## config.mk

```make
export PLATFORM = sky130hd
export DESIGN_NAME = draw_strip_splitter_core_flat
export DESIGN_NICKNAME = d
export VERILOG_FILES = /design/src/rtl/dss_pkg.sv /design/src/rtl/dss_req_if.sv /design/src/rtl/dss_rsp_if.sv /design/src/rtl/dss_divider.sv /design/src/rtl/dss_sequencer.sv /design/src/rtl/draw_strip_splitter_core.sv /design/src/flat_wrapper.sv
export VERILOG_INCLUDE_DIRS = /design/src /design/src/rtl
export SDC_FILE = /design/constraint.sdc
export NUM_CORES = 1
export LEC_CHECK = 0
export BUFFER_PORTS_ARGS = -buffer_cell sky130_fd_sc_hd__buf_4
export CAP_MARGIN = 20
export CORE_MARGIN = 1.5
export CORE_UTILIZATION = 48
export DETAILED_ROUTE_END_ITERATION = 8
export PLACE_DENSITY = 0.63
export REMOVE_ABC_BUFFERS = 1
export SYNTH_ARGS = -nofsm -noshare
export SYNTH_HDL_FRONTEND = slang
export SYNTH_SLANG_ARGS = --single-unit
```

## constraint.sdc

```tcl
create_clock -name clock -period 6.7 [get_ports clock]
set_input_delay 0.335 -clock clock [delete_from_list [all_inputs] [get_ports clock]]
set_output_delay 0.335 -clock clock [all_outputs]
set_load 0.05 [all_outputs]
```

## src/rtl/draw_strip_splitter_core_macros.svh

```systemverilog
// Assertion helpers for the splitter core RTL.
`ifndef DRAW_STRIP_SPLITTER_CORE_MACROS_SVH
`define DRAW_STRIP_SPLITTER_CORE_MACROS_SVH

// Consequent checked in the same cycle as the antecedent.
`define DSS_ASSERT_SAME(label, clk, rst, ante, cons, msg) \
   label: assert property (@(posedge clk) disable iff (rst) (ante) |-> (cons)) \
      else $error(msg);

// Consequent checked in the cycle after the antecedent.
`define DSS_ASSERT_NEXT(label, clk, rst, ante, cons, msg) \
   label: assert property (@(posedge clk) disable iff (rst) (ante) |=> (cons)) \
      else $error(msg);

`endif

```

## src/rtl/dss_pkg.sv

```systemverilog
`default_nettype none

package dss_pkg;

   localparam int OFFSET_W  = 24;
   localparam int OUT_W     = 24;
   localparam int MV_W      = 16;
   localparam int STRIDE_W  = 10;
   localparam int PTYPE_W   = 4;
   localparam int CSR_IDX_W = 2;
   localparam int CSR_DATA_W = MV_W;

   localparam int INDEX_WIDTH_DEFAULT = 24;
   localparam int MAX_CHUNKS_DEFAULT  = 63;

   localparam logic [PTYPE_W-1:0] PRIM_POINTS     = 4'd0;
   localparam logic [PTYPE_W-1:0] PRIM_LINES      = 4'd1;
   localparam logic [PTYPE_W-1:0] PRIM_LINE_LOOP  = 4'd2;
   localparam logic [PTYPE_W-1:0] PRIM_LINE_STRIP = 4'd3;
   localparam logic [PTYPE_W-1:0] PRIM_TRIANGLES  = 4'd4;
   localparam logic [PTYPE_W-1:0] PRIM_TRI_STRIP  = 4'd5;
   localparam logic [PTYPE_W-1:0] PRIM_FAN        = 4'd6;
   localparam logic [PTYPE_W-1:0] PRIM_QUADS      = 4'd7;
   localparam logic [PTYPE_W-1:0] PRIM_QUAD_STRIP = 4'd8;
   localparam logic [PTYPE_W-1:0] PRIM_POLYGON    = 4'd9;

   typedef enum logic [CSR_IDX_W-1:0] {
      CSR_PRIMITIVE_TYPE   = 2'd0,
      CSR_MAX_VERTICES     = 2'd1,
      CSR_VERTEX_STRIDE    = 2'd2,
      CSR_THRESHOLD_SELECT = 2'd3
   } csr_index_type;

   typedef struct packed {
      logic [PTYPE_W-1:0]  primitive_type;
      logic [MV_W-1:0]     max_vertices;
      logic [STRIDE_W-1:0] vertex_stride;
      logic                threshold_select;
   } cfg_type;

   localparam cfg_type CFG_RESET = '{
      primitive_type:   PRIM_TRIANGLES,
      max_vertices:     16'd1024,
      vertex_stride:    10'd12,
      threshold_select: 1'b0
   };

   typedef struct packed {
      logic start;
   } div_ctl_type;

   typedef struct packed {
      logic busy;
      logic done;
   } div_sts_type;

   function automatic int div_width(int index_width);
      return (index_width > OFFSET_W) ? index_width : OFFSET_W;
   endfunction

   function automatic logic [2:0] restart_multiple(logic [PTYPE_W-1:0] t);
      logic [2:0] r;
      case (t)
         PRIM_LINES, PRIM_TRI_STRIP, PRIM_QUAD_STRIP: r = 3'd2;
         PRIM_TRIANGLES: r = 3'd3;
         PRIM_QUADS:     r = 3'd4;
         default:        r = 3'd1;
      endcase
      return r;
   endfunction

   function automatic logic [1:0] chunk_overlap(logic [PTYPE_W-1:0] t);
      logic [1:0] r;
      case (t)
         PRIM_TRI_STRIP, PRIM_QUAD_STRIP: r = 2'd2;
         PRIM_LINE_STRIP: r = 2'd1;
         default:         r = 2'd0;
      endcase
      return r;
   endfunction

   function automatic logic is_splitable(logic [PTYPE_W-1:0] t);
      logic r;
      case (t)
         PRIM_LINE_LOOP, PRIM_FAN, PRIM_POLYGON: r = 1'b0;
         default: r = 1'b1;
      endcase
      return r;
   endfunction

endpackage

`default_nettype wire

```

## src/rtl/dss_req_if.sv

```systemverilog
`default_nettype none

interface dss_req_if;
   import dss_pkg::*;

   logic                valid;
   logic                ready;
   logic [OFFSET_W-1:0] strip_end_offset;
   logic                batch_last;

   modport source (output valid, output strip_end_offset, output batch_last, input ready);
   modport sink   (input valid, input strip_end_offset, input batch_last, output ready);
endinterface

`default_nettype wire

```

## src/rtl/dss_rsp_if.sv

```systemverilog
`default_nettype none

interface dss_rsp_if;
   import dss_pkg::*;

   logic             valid;
   logic             ready;
   logic [OUT_W-1:0] first_vertex;
   logic [OUT_W-1:0] vertex_count;
   logic             strip_begin;
   logic             range_last;

   modport source (output valid, output first_vertex, output vertex_count,
                   output strip_begin, output range_last, input ready);
   modport sink   (input valid, input first_vertex, input vertex_count,
                   input strip_begin, input range_last, output ready);
endinterface

`default_nettype wire

```

## src/rtl/dss_divider.sv

```systemverilog
`default_nettype none

module dss_divider #(
   parameter int DIV_WIDTH = dss_pkg::div_width(dss_pkg::INDEX_WIDTH_DEFAULT)
) (
   input  wire logic                      clock,
   input  wire logic                      reset,
   input  wire dss_pkg::div_ctl_type      ctl,
   input  wire logic [DIV_WIDTH-1:0]      dividend,
   input  wire logic [dss_pkg::MV_W-1:0]  divisor,
   output dss_pkg::div_sts_type           sts,
   output logic      [DIV_WIDTH-1:0]      quotient,
   output logic      [dss_pkg::MV_W-1:0]  remainder
);
   import dss_pkg::*;

   localparam int CW = $clog2(DIV_WIDTH + 1);

   logic [DIV_WIDTH-1:0] quo_ff, quo_in;
   logic [MV_W-1:0]      rem_ff, rem_in;
   logic [MV_W-1:0]      dvs_ff, dvs_in;
   logic [CW-1:0]        cnt_ff, cnt_in;
   logic                 done_ff, done_in;

   logic [MV_W:0] shifted;
   logic [MV_W:0] diff;

   assign shifted = {rem_ff, quo_ff[DIV_WIDTH-1]};
   assign diff    = shifted - {1'b0, dvs_ff};

   always_comb begin
      quo_in  = quo_ff;
      rem_in  = rem_ff;
      dvs_in  = dvs_ff;
      cnt_in  = cnt_ff;
      done_in = 1'b0;
      if (ctl.start) begin
         quo_in = dividend;
         rem_in = '0;
         dvs_in = divisor;
         cnt_in = CW'(DIV_WIDTH);
      end else if (cnt_ff != '0) begin
         // restoring step: one quotient bit a cycle
         if (!diff[MV_W]) begin
            rem_in = diff[MV_W-1:0];
            quo_in = {quo_ff[DIV_WIDTH-2:0], 1'b1};
         end else begin
            rem_in = shifted[MV_W-1:0];
            quo_in = {quo_ff[DIV_WIDTH-2:0], 1'b0};
         end
         cnt_in  = cnt_ff - CW'(1);
         done_in = (cnt_ff == CW'(1));
      end
   end

   always_ff @(posedge clock) begin
      if (reset) begin
         cnt_ff  <= '0;
         done_ff <= 1'b0;
      end else begin
         cnt_ff  <= cnt_in;
         done_ff <= done_in;
      end
      quo_ff <= quo_in;
      rem_ff <= rem_in;
      dvs_ff <= dvs_in;
   end

   assign sts       = '{busy: (cnt_ff != '0), done: done_ff};
   assign quotient  = quo_ff;
   assign remainder = rem_ff;

endmodule

`default_nettype wire

```

## src/rtl/dss_sequencer.sv

```systemverilog
`default_nettype none

module dss_sequencer #(
   parameter int INDEX_WIDTH = dss_pkg::INDEX_WIDTH_DEFAULT,
   parameter int MAX_CHUNKS  = dss_pkg::MAX_CHUNKS_DEFAULT
) (
   input  wire logic                                      clock,
   input  wire logic                                      reset,
   input  wire dss_pkg::cfg_type                          cfg,
   input  wire logic                                      req_valid,
   output logic                                           req_ready,
   input  wire logic [dss_pkg::OFFSET_W-1:0]              req_offset,
   input  wire logic                                      req_last,
   output logic                                           rsp_valid,
   input  wire logic                                      rsp_ready,
   output logic      [dss_pkg::OUT_W-1:0]                 rsp_first,
   output logic      [dss_pkg::OUT_W-1:0]                 rsp_count,
   output logic                                           rsp_begin,
   output logic                                           rsp_last,
   output dss_pkg::div_ctl_type                           div_ctl,
   input  wire dss_pkg::div_sts_type                      div_sts,
   output logic      [dss_pkg::div_width(INDEX_WIDTH)-1:0] div_dividend,
   output logic      [dss_pkg::MV_W-1:0]                  div_divisor,
   input  wire logic [dss_pkg::div_width(INDEX_WIDTH)-1:0] div_quotient,
   input  wire logic [dss_pkg::MV_W-1:0]                  div_remainder
);
   import dss_pkg::*;

   localparam int IW  = INDEX_WIDTH;
   localparam int DW  = div_width(INDEX_WIDTH);
   localparam int PCW = $clog2(MAX_CHUNKS + 1);
   localparam int TW  = IW + 3;

   typedef enum logic [2:0] {
      S_IDLE,
      S_DIV_END,
      S_DIV_CHUNK,
      S_DECIDE,
      S_DIV_PIECES,
      S_EMIT
   } state_type;

   state_type        state_ff, state_in;
   logic [IW-1:0]    start_ff, start_in;
   logic [IW-1:0]    base_ff, base_in;
   logic [IW-1:0]    length_ff, length_in;
   logic             batch_ff, batch_in;
   logic [MV_W-1:0]  chunk_ff, chunk_in;
   logic [PCW-1:0]   pieces_ff, pieces_in;
   logic [PCW-1:0]   idx_ff, idx_in;
   logic [IW-1:0]    cursor_ff, cursor_in;
   logic             rsp_valid_ff, rsp_valid_in;
   logic [OUT_W-1:0] first_ff, first_in;
   logic [OUT_W-1:0] count_ff, count_in;
   logic             begin_ff, begin_in;
   logic             rlast_ff, rlast_in;

   logic [IW-1:0]       end_idx;
   logic [2:0]          rmul;
   logic [1:0]          ovl;
   logic [STRIDE_W-1:0] stride_eff;
   logic [TW-1:0]       len_scaled;
   logic [TW-1:0]       chunk_scaled;
   logic                over;
   logic                split;
   logic [PCW-1:0]      pieces_sat;
   logic [IW-1:0]       first_at_cursor;
   logic [IW-1:0]       cursor_next;
   logic [IW-1:0]       rest_count;
   logic [DW-1:0]       first_wide;
   logic [DW-1:0]       chunk_wide;
   logic [DW-1:0]       rest_wide;
   logic                more_after;

   assign end_idx    = div_quotient[IW-1:0];
   assign rmul       = restart_multiple(cfg.primitive_type);
   assign ovl        = chunk_overlap(cfg.primitive_type);
   assign stride_eff = (cfg.vertex_stride == '0) ? STRIDE_W'(1) : cfg.vertex_stride;

   always_comb begin
      if (cfg.threshold_select) begin
         len_scaled   = TW'(length_ff) << 2;
         chunk_scaled = (TW'(chunk_ff) << 2) + TW'(chunk_ff);
      end else begin
         len_scaled   = TW'(length_ff) << 1;
         chunk_scaled = (TW'(chunk_ff) << 1) + TW'(chunk_ff);
      end
   end

   assign over  = len_scaled > chunk_scaled;
   assign split = is_splitable(cfg.primitive_type) && (chunk_ff > MV_W'(ovl)) && over;

   assign pieces_sat = (div_quotient > DW'(MAX_CHUNKS)) ? PCW'(MAX_CHUNKS)
                                                        : div_quotient[PCW-1:0];

   assign first_at_cursor = base_ff + cursor_ff;
   assign cursor_next     = cursor_ff + IW'(chunk_ff) - IW'(ovl);
   assign rest_count      = length_ff - cursor_ff;
   assign first_wide      = DW'(first_at_cursor);
   assign chunk_wide      = DW'(chunk_ff);
   assign rest_wide       = DW'(rest_count);
   assign more_after      = length_ff > cursor_next;

   always_comb begin
      state_in     = state_ff;
      start_in     = start_ff;
      base_in      = base_ff;
      length_in    = length_ff;
      batch_in     = batch_ff;
      chunk_in     = chunk_ff;
      pieces_in    = pieces_ff;
      idx_in       = idx_ff;
      cursor_in    = cursor_ff;
      rsp_valid_in = rsp_valid_ff && !rsp_ready;
      first_in     = first_ff;
      count_in     = count_ff;
      begin_in     = begin_ff;
      rlast_in     = rlast_ff;
      div_ctl.start = 1'b0;
      div_dividend  = '0;
      div_divisor   = '0;
      case (state_ff)
         S_IDLE: begin
            if (req_valid) begin
               div_ctl.start = 1'b1;
               div_dividend  = DW'(req_offset);
               div_divisor   = MV_W'(stride_eff);
               batch_in      = req_last;
               state_in      = S_DIV_END;
            end
         end
         S_DIV_END: begin
            if (div_sts.done) begin
               length_in     = end_idx - start_ff;
               base_in       = start_ff;
               start_in      = batch_ff ? '0 : end_idx;
               div_ctl.start = 1'b1;
               div_dividend  = DW'(cfg.max_vertices);
               div_divisor   = MV_W'(rmul);
               state_in      = S_DIV_CHUNK;
            end
         end
         S_DIV_CHUNK: begin
            if (div_sts.done) begin
               chunk_in = cfg.max_vertices - div_remainder;
               state_in = S_DECIDE;
            end
         end
         S_DECIDE: begin
            idx_in    = '0;
            cursor_in = '0;
            pieces_in = '0;
            if (split) begin
               div_ctl.start = 1'b1;
               div_dividend  = DW'(length_ff);
               div_divisor   = chunk_ff;
               state_in      = S_DIV_PIECES;
            end else begin
               state_in = S_EMIT;
            end
         end
         S_DIV_PIECES: begin
            if (div_sts.done) begin
               pieces_in = pieces_sat;
               state_in  = S_EMIT;
            end
         end
         S_EMIT: begin
            if (!rsp_valid_ff || rsp_ready) begin
               rsp_valid_in = 1'b1;
               first_in     = first_wide[OUT_W-1:0];
               begin_in     = (idx_ff == '0);
               if (idx_ff < pieces_ff) begin
                  count_in  = chunk_wide[OUT_W-1:0];
                  rlast_in  = ((idx_ff + PCW'(1)) == pieces_ff) && !more_after;
                  idx_in    = idx_ff + PCW'(1);
                  cursor_in = cursor_next;
                  if (rlast_in) begin
                     state_in = S_IDLE;
                  end
               end else begin
                  // remainder, or the whole strip when not split
                  count_in = rest_wide[OUT_W-1:0];
                  rlast_in = 1'b1;
                  state_in = S_IDLE;
               end
            end
         end
         default: state_in = S_IDLE;
      endcase
   end

   always_ff @(posedge clock) begin
      if (reset) begin
         state_ff     <= S_IDLE;
         start_ff     <= '0;
         rsp_valid_ff <= 1'b0;
      end else begin
         state_ff     <= state_in;
         start_ff     <= start_in;
         rsp_valid_ff <= rsp_valid_in;
      end
      base_ff   <= base_in;
      length_ff <= length_in;
      batch_ff  <= batch_in;
      chunk_ff  <= chunk_in;
      pieces_ff <= pieces_in;
      idx_ff    <= idx_in;
      cursor_ff <= cursor_in;
      first_ff  <= first_in;
      count_ff  <= count_in;
      begin_ff  <= begin_in;
      rlast_ff  <= rlast_in;
   end

   assign req_ready = (state_ff == S_IDLE);
   assign rsp_valid = rsp_valid_ff;
   assign rsp_first = first_ff;
   assign rsp_count = count_ff;
   assign rsp_begin = begin_ff;
   assign rsp_last  = rlast_ff;

endmodule

`default_nettype wire

```

## src/rtl/draw_strip_splitter_core.sv

```systemverilog
// Channel   Dir  Handshake      Payload
// req_ch    in   valid/ready    strip_end_offset, batch_last
// rsp_ch    out  valid/ready    first_vertex, vertex_count, strip_begin, range_last
// csr_*     in   write enable   csr_index, csr_write_data
//
// A strip runs the end-vertex and chunk-size divisions, plus the chunk-count one
// when split, before its first range, then one range a cycle unless rsp_ch stalls;
// the three share one bit-serial divider of max(INDEX_WIDTH, 24) bits.
// Synchronous reset idles the sequencer and divider and clears the start index.
// A stalled rsp_ch holds the range register; the next strip is taken while the
// last range of the previous one still waits.
`default_nettype none
`include "draw_strip_splitter_core_macros.svh"

module draw_strip_splitter_core #(
   parameter int INDEX_WIDTH = dss_pkg::INDEX_WIDTH_DEFAULT,
   parameter int MAX_CHUNKS  = dss_pkg::MAX_CHUNKS_DEFAULT
) (
   input  wire logic                             clock,
   input  wire logic                             reset,
   dss_req_if.sink                               req_ch,
   dss_rsp_if.source                             rsp_ch,
   input  wire logic                             csr_write_enable,
   input  wire logic [dss_pkg::CSR_IDX_W-1:0]    csr_index,
   input  wire logic [dss_pkg::CSR_DATA_W-1:0]   csr_write_data
);
   import dss_pkg::*;

   localparam int DW = div_width(INDEX_WIDTH);

   cfg_type cfg_ff, cfg_in;

   div_ctl_type     div_ctl;
   div_sts_type     div_sts;
   logic [DW-1:0]   div_dividend;
   logic [MV_W-1:0] div_divisor;
   logic [DW-1:0]   div_quotient;
   logic [MV_W-1:0] div_remainder;

   always_comb begin
      cfg_in = cfg_ff;
      if (csr_write_enable) begin
         case (csr_index_type'(csr_index))
            CSR_PRIMITIVE_TYPE:   cfg_in.primitive_type   = csr_write_data[PTYPE_W-1:0];
            CSR_MAX_VERTICES:     cfg_in.max_vertices     = csr_write_data[MV_W-1:0];
            CSR_VERTEX_STRIDE:    cfg_in.vertex_stride    = csr_write_data[STRIDE_W-1:0];
            CSR_THRESHOLD_SELECT: cfg_in.threshold_select = csr_write_data[0];
            default: cfg_in = cfg_ff;
         endcase
      end
   end

   always_ff @(posedge clock) begin
      if (reset) begin
         cfg_ff <= CFG_RESET;
      end else begin
         cfg_ff <= cfg_in;
      end
   end

   dss_sequencer #(
      .INDEX_WIDTH (INDEX_WIDTH),
      .MAX_CHUNKS  (MAX_CHUNKS)
   ) u_sequencer (
      .clock         (clock),
      .reset         (reset),
      .cfg           (cfg_ff),
      .req_valid     (req_ch.valid),
      .req_ready     (req_ch.ready),
      .req_offset    (req_ch.strip_end_offset),
      .req_last      (req_ch.batch_last),
      .rsp_valid     (rsp_ch.valid),
      .rsp_ready     (rsp_ch.ready),
      .rsp_first     (rsp_ch.first_vertex),
      .rsp_count     (rsp_ch.vertex_count),
      .rsp_begin     (rsp_ch.strip_begin),
      .rsp_last      (rsp_ch.range_last),
      .div_ctl       (div_ctl),
      .div_sts       (div_sts),
      .div_dividend  (div_dividend),
      .div_divisor   (div_divisor),
      .div_quotient  (div_quotient),
      .div_remainder (div_remainder)
   );

   dss_divider #(
      .DIV_WIDTH (DW)
   ) u_divider (
      .clock     (clock),
      .reset     (reset),
      .ctl       (div_ctl),
      .dividend  (div_dividend),
      .divisor   (div_divisor),
      .sts       (div_sts),
      .quotient  (div_quotient),
      .remainder (div_remainder)
   );

   `DSS_ASSERT_NEXT(a_accept_closes_input, clock, reset, req_ch.valid && req_ch.ready, !req_ch.ready, "input still open after a transfer")
   `DSS_ASSERT_SAME(a_divider_busy_blocks, clock, reset, div_sts.busy, !req_ch.ready, "input open while the divider runs")
   `DSS_ASSERT_SAME(a_mid_strip_blocks, clock, reset, rsp_ch.valid && !rsp_ch.range_last, !req_ch.ready, "input open before the last range of a strip")

endmodule

`default_nettype wire
```

## src/flat_wrapper.sv

```systemverilog
// flat-port wrapper written by rule: the top's interface ports become plain ports
module draw_strip_splitter_core_flat import dss_pkg::*;
#(
   parameter int INDEX_WIDTH = dss_pkg::INDEX_WIDTH_DEFAULT,
   parameter int MAX_CHUNKS  = dss_pkg::MAX_CHUNKS_DEFAULT
)
  (clock, reset, csr_write_enable, csr_index, csr_write_data, req_ch_valid, req_ch_strip_end_offset, req_ch_batch_last, req_ch_ready, rsp_ch_valid, rsp_ch_first_vertex, rsp_ch_vertex_count, rsp_ch_strip_begin, rsp_ch_range_last, rsp_ch_ready);
  dss_req_if req_ch_i ();
  dss_rsp_if rsp_ch_i ();
  input  wire logic clock;
  input  wire logic reset;
  input  wire logic csr_write_enable;
  input  wire logic [dss_pkg::CSR_IDX_W-1:0] csr_index;
  input  wire logic [dss_pkg::CSR_DATA_W-1:0] csr_write_data;
  input wire logic [$bits(req_ch_i.valid)-1:0] req_ch_valid;
  input wire logic [$bits(req_ch_i.strip_end_offset)-1:0] req_ch_strip_end_offset;
  input wire logic [$bits(req_ch_i.batch_last)-1:0] req_ch_batch_last;
  output wire logic [$bits(req_ch_i.ready)-1:0] req_ch_ready;
  output wire logic [$bits(rsp_ch_i.valid)-1:0] rsp_ch_valid;
  output wire logic [$bits(rsp_ch_i.first_vertex)-1:0] rsp_ch_first_vertex;
  output wire logic [$bits(rsp_ch_i.vertex_count)-1:0] rsp_ch_vertex_count;
  output wire logic [$bits(rsp_ch_i.strip_begin)-1:0] rsp_ch_strip_begin;
  output wire logic [$bits(rsp_ch_i.range_last)-1:0] rsp_ch_range_last;
  input wire logic [$bits(rsp_ch_i.ready)-1:0] rsp_ch_ready;
  assign req_ch_i.valid = req_ch_valid;
  assign req_ch_i.strip_end_offset = req_ch_strip_end_offset;
  assign req_ch_i.batch_last = req_ch_batch_last;
  assign req_ch_ready = req_ch_i.ready;
  assign rsp_ch_valid = rsp_ch_i.valid;
  assign rsp_ch_first_vertex = rsp_ch_i.first_vertex;
  assign rsp_ch_vertex_count = rsp_ch_i.vertex_count;
  assign rsp_ch_strip_begin = rsp_ch_i.strip_begin;
  assign rsp_ch_range_last = rsp_ch_i.range_last;
  assign rsp_ch_i.ready = rsp_ch_ready;
  draw_strip_splitter_core #(.INDEX_WIDTH(INDEX_WIDTH), .MAX_CHUNKS(MAX_CHUNKS)) u_core (.clock(clock), .reset(reset), .req_ch(req_ch_i), .rsp_ch(rsp_ch_i), .csr_write_enable(csr_write_enable), .csr_index(csr_index), .csr_write_data(csr_write_data));
endmodule
```

Word-level counts from Yosys, hierarchy flattened
Index checks and enable logic that the tools add are counted.
{"block": "word_totals", "ff_bits": 272, "inputBits": 48, "output_inout_bits": 52, "word_cells": 146}
{"block": "classes", "add_sub_neg": 11, "n_lt_le_gt_ge": 5, "eq_ne": 26, "n_mux": 46, "bitwise_logic": 1, "reduce_logical": 32}
{"op": "24-bit two-way mux", "n": 7}
{"op": "24-bit one-hot mux with 3 select lines", "n": 1}
{"op": "16-bit two-way mux", "n": 4}
{"op": "16-bit one-hot mux with 3 select lines", "n": 1}
{"op": "24-bit one-hot mux with 2 select lines", "n": 1}
{"op": "24-bit subtractor", "n": 2}
{"op": "27-bit greater-than comparator", "n": 1}
{"op": "26-bit two-way mux", "n": 1}
{"op": "24-bit by 16-bit adder with 24-bit output", "n": 1}
{"op": "24-bit adder", "n": 1}
{"op": "24-bit greater-than comparator", "n": 1}
{"op": "24-bit by 6-bit greater-than comparator with 1-bit output (second input constant)", "n": 1}
{"op": "3-bit two-way mux", "n": 8}
{"op": "6-bit two-way mux", "n": 4}
{"op": "6-bit one-hot mux with 2 select lines", "n": 2}
{"op": "24-bit by 2-bit subtractor with 24-bit output", "n": 1}
{"op": "10-bit two-way mux", "n": 2}
{"op": "18-bit by 16-bit adder with 19-bit output", "n": 1}
{"op": "19-bit two-way mux", "n": 1}
{"op": "17-bit by 16-bit adder with 18-bit output", "n": 1}
{"op": "3-bit one-hot mux with 6 select lines", "n": 1}
{"op": "2-bit AND reduction", "n": 9}
{"op": "17-bit by 16-bit subtractor with 17-bit output", "n": 1}
{"op": "4-bit by 3-bit equality test with 1-bit output (second input constant)", "n": 4}
{"op": "other kinds (36)", "n": 64}

Logic depth before layout (Yosys ltp)
Gate-level depths: netlist (run 1).
{"block": "logic_depth", "ltp_word": 11, "depth_mapped": 24, "depth_no_buf": 23}

Hierarchy
Synthesis (run 1) repeated with hierarchy kept, for this count alone.
{"block": "hier_totals", "cells_unflattened": 2104, "area_unflattened_um2": 20287.0}
{"module": "dss_sequencer", "n_inst": 1, "cells_each": 1678, "area_each_um2": 15531.1, "seq_area_each_um2": 5094.9}
{"module": "dss_divider", "n_inst": 1, "cells_each": 301, "area_each_um2": 3435.8, "seq_area_each_um2": 1641.6}
{"module": "draw_strip_splitter_core", "n_inst": 1, "cells_each": 125, "area_each_um2": 1320.0, "seq_area_each_um2": 620.6}

Worst setup path after synthesis (run 1)
No wires, ideal clock.
{"block": "synth_path", "path_kind": "register to register", "from": "register u_core.u_sequencer.chunk_ff[1]", "to": "register u_core.u_divider.quo_ff[0], in the netlist u_core.u_divider.quotient[0], enable pin", "setup_ps": 428, "t_arrival_ps": 4713, "required_ps": 6272, "path_slack_ps": 1559, "stages_incl_launch_ff": 20, "path_buffers": 0, "period_less_slack_ps": 5141, "cell_sequence": "edfxtp_1 ha_1 fa_1 a211oi_1 o21bai_1 a31o_2 a221oi_1 a211oi_1 xnor2_1 nand2_1 o21ai_0 ha_1 nand4_1 or3_1 or4_1 o211a_2 nand3_4 nor3_2 nor2_4 nand2_1"}
{"block": "synth_via", "elab_chain_len": 7, "elab_cells_between_ends": 10, "classes_between": "2 x add/sub; 2 x order compare; 3 x mux; 3 x reduce/logical"}
{"element": "start, declared", "line_no": "dss_sequencer.sv:48", "text": "logic [MV_W-1:0] chunk_ff, chunk_in;"}
{"element": "start signal, assigned", "line_no": "dss_sequencer.sv:206", "text": "chunk_ff <= chunk_in;"}
{"element": "18-bit by 16-bit adder with 19-bit output / 17-bit by 16-bit adder with 18-bit output (equally long branches)", "line_no": "dss_sequencer.sv:83, dss_sequencer.sv:86"}
{"element": "19-bit two-way mux", "line_no": "dss_sequencer.sv:81", "text": "if (cfg.threshold_select) begin"}
{"element": "27-bit greater-than comparator", "line_no": "dss_sequencer.sv:90", "text": "assign over = len_scaled > chunk_scaled;"}
{"element": "1-bit logical AND *", "line_no": "dss_sequencer.sv:91", "text": "assign split = is_splitable(cfg.primitive_type) && (chunk_ff > MV_W'(ovl)) && over;"}
{"element": "1-bit two-way mux *", "line_no": "dss_sequencer.sv:153", "text": "if (split) begin"}
{"element": "1-bit one-hot mux with 3 select lines *", "line_no": "dss_sequencer.sv:122", "text": "case (state_ff)"}
{"element": "2-bit nonzero test (no line) *"}
{"element": "end signal, assigned", "line_no": "dss_divider.sv:64", "text": "quo_ff <= quo_in;"}
{"element": "end, declared", "line_no": "dss_divider.sv:19", "text": "logic [DIV_WIDTH-1:0] quo_ff, quo_in;"}
Every way passes the cells marked *; elsewhere a longest branch is shown, timed or not.
A chain may end at the register's enable or synchronous reset.

Worst setup path in the final report (run 1)
{"block": "layout_path", "from": "register u_core.cfg_ff[27] (netlist name)", "to": "register u_core.u_sequencer.state_ff[2]"}
{"block": "layout_via", "elab_chain_len": 9, "elab_cells_between_ends": 11, "classes_between": "1 x add/sub; 1 x order compare; 4 x eq/ne; 1 x mux; 4 x reduce/logical"}
{"element": "start, declared", "line_no": "draw_strip_splitter_core.sv:31", "text": "cfg_type cfg_ff, cfg_in;"}
{"element": "start signal, assigned", "line_no": "draw_strip_splitter_core.sv:57", "text": "cfg_ff <= cfg_in;"}
{"element": "4-bit by 3-bit equality test with 1-bit output / 4-bit equality test (equally long branches)", "line_no": "dss_pkg.sv:74", "text": "case (t)"}
{"element": "2-bit OR reduction", "line_no": "dss_pkg.sv:74"}
{"element": "2-bit one-hot mux with 2 select lines *", "line_no": "dss_pkg.sv:74"}
{"element": "24-bit by 2-bit subtractor with 24-bit output *", "line_no": "dss_sequencer.sv:97", "text": "assign cursor_next = cursor_ff + IW'(chunk_ff) - IW'(ovl);"}
{"element": "24-bit greater-than comparator *", "line_no": "dss_sequencer.sv:102", "text": "assign more_after = length_ff > cursor_next;"}
{"element": "1-bit logical NOT *", "line_no": "dss_sequencer.sv:175", "text": "rlast_in = ((idx_ff + PCW'(1)) == pieces_ff) && !more_after;"}
{"element": "1-bit logical AND *", "line_no": "dss_sequencer.sv:175"}
{"element": "3-bit != test (no line) *"}
{"element": "6-bit AND reduction (no line) *"}
{"element": "end signal, assigned", "line_no": "dss_sequencer.sv:199", "text": "state_ff <= state_in;"}
{"element": "end, declared", "line_no": "dss_sequencer.sv:43", "text": "state_type state_ff, state_in;"}
Marked as above.

==> results.yml, run 1 <==
pwr:
  p_leak_nw: 9.032
  swShare_pct: 35.28
  power.internal_mw: 4.127
  pwr_density_cell_nw_per_um2: 287.2
  total_power_mw: 6.377
  p_sw_mw: 2.250
  comb_power_share_pct: 35.6
  ir_drop_mv: 0.2301
  p_seq_share_pct: 35.9
  p_clk_share_pct: 28.5
critical_path:
  cp-start-kind: "flip-flop"
  cp.arrival_ns: 6.35
  cp_max_fo: 8
  cp.required_ns: 7.17
  crit_type: "flip-flop to flip-flop"
  crit_path_end_kind: "flip-flop"
outcome:
  status: "completed"
sta:
  hold_viol_final: 0
  rsz0062_at_grt: "no"
  max_clock_freq_mhz: 170.2
  finalSetupViolCount: 0
  finalCriticalPeriod_ns: 5.876
  slew_violations: 0
  period_share_pct: 87.70
  skew_ns: 0.02462
  fin_setup_tns_ns: 0
  worst_pin_slew_ns: 1.076
  max_slew_margin_pct: 28.11
cells_and_area:
  ff_latch_area_um2: 7358
  fillers: 3634
  area_growth_syn_to_layout_pct: 12.04
  insertedDiodeCount: 0
  fin_util_pct: 54.38
  drive_gt1_share_pct: 9.320
  fin_nets: 2525
  multi_input_area_um2: 11470
global_route:
  gr-total-overflow: 0
  antenna_found_initial: 0
  grt_start_max_net_pins: 66
  grtUsageTotal_pct: 26.69
  grt_pass1_vias: 15944
  grt_pass1_wl_um: 87310
floorplanning:
  die-area_um2: 42520
  io_pins: 100
  num_rows: 74
  fp.dieW_um: 206.2
  start_util_pct: 48.54
  die_y_um: 206.2
  coreArea_um2: 40830
drt:
  vias_per_cell: 5.842
  routedWlPerCell_um: 20.11
  final_antenna_net_count: 0
  num_vias: 16334
  wirelength_um: 56220
  post-route-drc-count: 0
  drtIter0Drc: 1123
  drt_first_pass_iters: 5
yosys:
  ys_warn_count: 0
  yosysSeqAreaShare_pct: 37.12
  synth_edf_count: 191
  syn_area_per_cell_um2: 9.218
  synthFlopType: "edfxtp_1"
  yosys.area.top_type: "edfxtp_1"
  ys_ff_latch: 272
  syn_area_um2: 19820
  synthTopCellsByArea: "edfxtp_1, ha_1, dfxtp_1, a21oi_1, xnor2_1"
  synth_top_area_share_pct: 28.94
  synth_cell_types: 81
  syn_inst: 2150
  synthArstFlopShare_pct: 0
clocking:
  clk_pin_slew_worst_paths_ns: 0.06
  clock_sinks: 272
  clk_latency_ns: 0.55
  numCtsBuffers: 34
  root_buffer: "clkbuf_16"
  cts_tree: "yes"
  htree_levels: 2
  postCtsSetupBuffers: 0
  cts_buffer_depth: 3
min_path:
  hp-class: "primary input to flip-flop"
placed_design:
  dpl.hpwl_um: 43400
  routabilityCongestion: 0.9911
  portBuffers: 99
run:
  cap_violations: 0
-- synthesized netlist by cell type (all sizes together) (7+ instances only) --
cell,number
edfxtp,191
a31oi,25
a2111oi,15
nor4,18
nand3,26
mux2i,17
or2,7
buf,16
a21oi,178
nand4,19
nor2,158
dfxtp,81
a22oi,16
o21ai,95
o211ai,18
a2bb2oi,10
a22o,8
nand2b,21
and3,16
a31o,8
or3,27
nand2,202
clkbuf,51
nand3b,30
ha,230
nor3b,10
fa,9
and2,11
o21a,45
o21bai,11
xor2,43
mux2,7
nor3,64
a21o,39
or4,8
nor2b,23
inv,195
a211oi,24
o31a,8
xnor2,94
o31ai,10
-- path summary, 6_finish.rpt --
kind	slack, ns	startpoint	to	depth (start not counted)
max reg2reg	0.82	u_core.cfg_ff[27]	u_core.u_sequencer.state_ff[2]	22
min reg2reg	0.45	u_core.u_sequencer.start_ff[19]	u_core.u_sequencer.base_ff[19]	0
max	0.82	u_core.cfg_ff[27]	u_core.u_sequencer.state_ff[2]	22
min	0.03	csr_write_data[10]	u_core.cfg_ff[21]	3
-- state kept, by name, summed over array words and instances (netlist names), 24 cells and up --
register and cells:
u_core.u_sequencer.rsp_first 24, u_core.u_sequencer.start_ff 24, u_core.u_sequencer.cursor_ff 24, u_core.u_sequencer.rsp_count 24, u_core.cfg_ff 31, u_core.u_sequencer.base_ff 24
u_core.u_sequencer.length_ff 24, u_core.u_divider.quotient 24
-- worst max-delay path: stages (launching register included) --
cell	delay [ns]
dfxtp_1	0.38
nor2_1	0.22
nand2_1	0.08
a21o_1	0.20
inv_1	0.08
fa_1	0.41
inv_1	0.11
ha_1	0.25
a211oi_1	0.27
o21ai_1	0.18
a311oi_1	0.59
a211o_1	0.29
o211ai_1	0.18
a311oi_1	0.35
xor2_1	0.15
ha_1	0.30
and3_1	0.17
nand3_1	0.26
nor4_1	0.68
nor3_1	0.15
o211ai_1	0.25
nand2_1	0.08
a31oi_1	0.18
-- per-layer routing --
metal  track usage [%]  routed length (µm)  share of wire, %
met1             34.58               25090                45
met2             44.81               26090                46
met3             3.595                2891               5.1
met4             10.92                2150               3.8
met5                 0                   0                 0
-- cells in the final DEF, fill, tap and decap left out, types with 13 or more instances in the layout --
master | Yosys | layout
xnor2_1 | 93 | 93
nand4_1 | 19 | 19
buf_4 | 2 | 117
nor3_1 | 62 | 62
nand2b_1 | 21 | 21
a22oi_1 | 16 | 16
inv_1 | 193 | 192
and3_1 | 16 | 15
nand3b_1 | 30 | 30
o21ai_0 | 87 | 87
xor2_1 | 43 | 43
mux2i_1 | 17 | 17
a21o_1 | 39 | 39
ha_1 | 230 | 230
a31oi_1 | 25 | 25
clkbuf_16 | 0 | 37
or3_1 | 27 | 27
nor2b_1 | 23 | 23
clkbuf_1 | 50 | 13
nor2_1 | 157 | 157
dfxtp_1 | 81 | 80
o21a_1 | 45 | 45
o211ai_1 | 18 | 18
edfxtp_1 | 191 | 191
nand3_1 | 25 | 25
nand2_1 | 202 | 202
nor4_1 | 17 | 17
a21oi_1 | 178 | 178
a211oi_1 | 24 | 24
-- metrics by stage --
stage	instances	hold slack, ns	cell area [µm²]	worst slack (ns)
after detailed placement	2733	0.4477	21110	0.9091
after global routing	2796	0.03299	22210	0.3740
final	2796	0.02630	22210	0.8241
after CTS	2796	0.01052	22210	0.8835
after floorplan	2083	0.4039	19550	0.4554
after global placement	2732	0.4427	21110	0.9522
-- kinds of logic (layout without fill, tap and decap cells) --
kind of cell	after synthesis	after routing	synth area share [%]
compound gates	568	568	18.96
xor+xnor	138	138	6.263
buf+inv	262	376	5.069
fa+ha+maj	239	239	15.43
mux	24	24	1.256
simple gates	647	647	15.90
flops	272	272	37.12
-- power by group through the flow --
stage,combinational (mW),clock (mW),sequential [mW]
final,2.27,1.82,2.29
after global routing,2.51,1.92,2.31
after CTS,2.25,1.86,2.29
after detailed placement,2.23,0,2.32
after global placement,2.18,0,2.32
after floorplan,1.75,0,2.24
-- area by class of cell --
class                           count  area share (%)
Multi-Input combinational cell   1616           51.67
Sequential cell                   272           33.14
Clock buffer                       52           4.513
Timing Repair Buffer              119           4.018
Inverter                          195           3.302
Tap cell                          532           2.998
Clock inverter                     10          0.3606
-- repair_timing --
action	4_1_cts	5_1_grt
gates resized for setup	0	0
hold endpoints to repair	1	0
hold buffers	1	0
Power figures use the tool's default switching activity.
==> run 2, diff against run 1 <==
--- a/config.mk
+++ b/config.mk
@@ -6,12 +6,14 @@
 export SDC_FILE = /design/constraint.sdc
 export NUM_CORES = 1
 export LEC_CHECK = 0
+export ABC_CLOCK_PERIOD_IN_PS = 6700
 export BUFFER_PORTS_ARGS = -buffer_cell sky130_fd_sc_hd__buf_4
 export CAP_MARGIN = 20
 export CORE_MARGIN = 1.5
 export CORE_UTILIZATION = 48
 export DETAILED_ROUTE_END_ITERATION = 8
 export PLACE_DENSITY = 0.63
+export RECOVER_POWER = 25
 export REMOVE_ABC_BUFFERS = 1
 export SYNTH_ARGS = -nofsm -noshare
 export SYNTH_HDL_FRONTEND = slang
==> results.yml, run 2 (synthesis gave the netlist of run 1 again) <==
floorplanning:
  die-area_um2: 42520
  coreArea_um2: 40830
  fp.dieW_um: 206.2
  die_y_um: 206.2
  num_rows: 74
  io_pins: 100
  start_util_pct: 48.54
cells_and_area:
  insertedDiodeCount: 0
  largest_reg_flops: 31
  layout_commonest_cell: "ha_1"
  drive_gt1_share_pct: 6.890
  fin_nets: 2525
  final_cell_mix: "ha_1, nand2_1, inv_1"
  fillers: 3690
  instances_no_fill: 2796
  area_growth_syn_to_layout_pct: 10.99
  fin_util_pct: 53.87
  largest_register: "u_core.cfg_ff"
min_path:
  hold_end: "u_core.cfg_ff[21]"
  hp-class: "primary input to flip-flop"
  worstHoldStart: "csr_write_data[10]"
  min_path_cells: 3
placed_design:
  dpl.hpwl_um: 43400
  routabilityCongestion: 0.9911
  place_inst: 2733
  portBuffers: 99
pwr:
  ir_drop_mv: 0.2296
  p_seq_share_pct: 35.9
  comb_power_share_pct: 35.5
  p_sw_mw: 2.248
  swShare_pct: 35.27
  p_leak_nw: 8.834
  p_clk_share_pct: 28.6
  power.internal_mw: 4.127
  pwr_density_cell_nw_per_um2: 289.8
clocking:
  cts_buffer_depth: 3
  cts_tree: "yes"
  numCtsBuffers: 34
  clock_sinks: 272
  clk_latency_ns: 0.55
  root_buffer: "clkbuf_16"
  clk_pin_slew_worst_paths_ns: 0.06
  htree_levels: 2
  post_cts_resized: 0
drt:
  wirelength_um: 56260
  wl_met2_um: 26040
  post-route-drc-count: 0
  drtIter0Drc: 1032
  routedWlPerCell_um: 20.12
  routed.top_layer: "met4"
  met3_length_um: 2814
  drt_first_pass_iters: 5
  met1_length_um: 25280
  num_vias: 16296
  final_antenna_net_count: 0
  vias_per_cell: 5.828
outcome:
  status: "completed"
global_route:
  grt_start_max_net_pins: 66
  grtUsageTotal_pct: 26.69
  grt_pass1_vias: 15944
  antenna_found_initial: 0
  grt_pass1_wl_um: 87310
  gr-total-overflow: 0
sta:
  worst_pin_slew_ns: 1.438
  finalSetupViolCount: 0
  rsz0062_at_grt: "no"
  max_slew_margin_pct: 4.135
  slew_violations: 0
  fin_setup_tns_ns: 0
  finalCriticalPeriod_ns: 5.863
  max_clock_freq_mhz: 170.5
  hold_viol_final: 0
  period_share_pct: 87.51
  skew_ns: 0.02481
critical_path:
  reg2regPathDepth: 20
  crit_path_end_kind: "flip-flop"
  cp.arrival_ns: 6.28
  timing.rr.start: "u_core.u_sequencer.chunk_ff[1]"
  cp_max_fo: 45
  cp-start-kind: "flip-flop"
  crit_type: "flip-flop to flip-flop"
  r2r_end: "u_core.u_divider.remainder[10]"
  cp.required_ns: 7.12
  regToRegSetupSlack_ns: 0.84
run:
  cap_violations: 0
## run 2: changes by cell type in the layout (fill, tap and decap cells not counted)
| cell | before | now |
|---|---|---|
| nor3b_1 | 9 | 10 |
| clkbuf_1 | 13 | 67 |
| clkbuf_4 | 0 | 1 |
| and2_1 | 11 | 10 |
| buf_4 | 117 | 62 |
| and2_0 | 0 | 1 |
| nor3b_2 | 1 | 0 |
## run 2: cell type report
class / instances / area, µm² / area share, %
Multi-Input combinational cell: 1616 / 11470 / 52.14
Sequential cell: 272 / 7358 / 33.45
Clock buffer: 52 / 1002 / 4.556
Inverter: 195 / 733.2 / 3.333
Timing Repair Buffer: 119 / 689.4 / 3.134
Tap cell: 532 / 665.6 / 3.026
Clock inverter: 10 / 80.08 / 0.3640
## run 2: critical path, stage by stage (launching register included)
cell and delay [ns]:
edfxtp_1 0.60, ha_1 0.33, fa_1 0.43, a211oi_1 0.34, o21bai_1 0.15, a31o_2 0.29, a221oi_1 0.38, a211oi_1 0.18
xnor2_1 0.16, nand2_1 0.07, o21ai_0 0.08, ha_1 0.28, nand4_1 0.16, or3_1 0.42, or4_1 0.51, o211a_2 0.15
nand3_4 0.12, nor3_4 0.07, nor2_4 0.18, inv_2 0.38, a2111oi_2 0.46
## run 2: how the worst max path moves through the flow
stage	startpoint	endpoint	slack, ns	depth (start not counted)
6_report	u_core.u_sequencer.chunk_ff[1]	u_core.u_divider.remainder[10]	0.84	20
3_3_place_gp	u_core.cfg_ff[30]	u_core.u_sequencer.state_ff[2]	0.95	22
2_1_floorplan	u_core.u_sequencer.chunk_ff[1]	u_core.u_divider.quotient[0]	0.46	18
4_1_cts	u_core.cfg_ff[27]	u_core.u_sequencer.state_ff[2]	0.88	23
5_1_grt	u_core.u_sequencer.chunk_ff[1]	u_core.u_divider.remainder[4]	0.37	20
3_5_place_dp	u_core.cfg_ff[30]	u_core.u_sequencer.state_ff[2]	0.91	22
## run 2: power by group through the flow
| stage | registers, mW | logic (mW) | clock network, mW |
|---|---|---|---|
| final | 2.29 | 2.26 | 1.82 |
| after global routing | 2.31 | 2.51 | 1.92 |
| after CTS | 2.29 | 2.25 | 1.86 |
| after detailed placement | 2.32 | 2.23 | 0 |
| after global placement | 2.32 | 2.18 | 0 |
| after floorplan | 2.24 | 1.75 | 0 |
## run 2: per-stage QoR
step                cell area (µm²)  power [mW]  hold WS [ns]  setup slack, ns
floorplan                     19550       3.981        0.4039           0.4554
global placement              21110       4.502        0.4427           0.9522
detailed placement            21110       4.555        0.4477           0.9091
CTS                           22210       6.395       0.01052           0.8835
global route                  22000       6.736       0.03299           0.3738
finish                        22000       6.375       0.02660           0.8365
## run 2: timing repair
| item | CTS | global route |
|---|---|---|
| setup buffers | 0 | 0 |
| hold buffers | 1 | 0 |
| hold endpoints to repair | 1 | 0 |
## run 2: layer usage
metal  up-vias  track usage, %
met1      7796           34.58
li1       7995               -
met4         0           10.92
met2       406           44.81
met3        99           3.595
met5         -               0
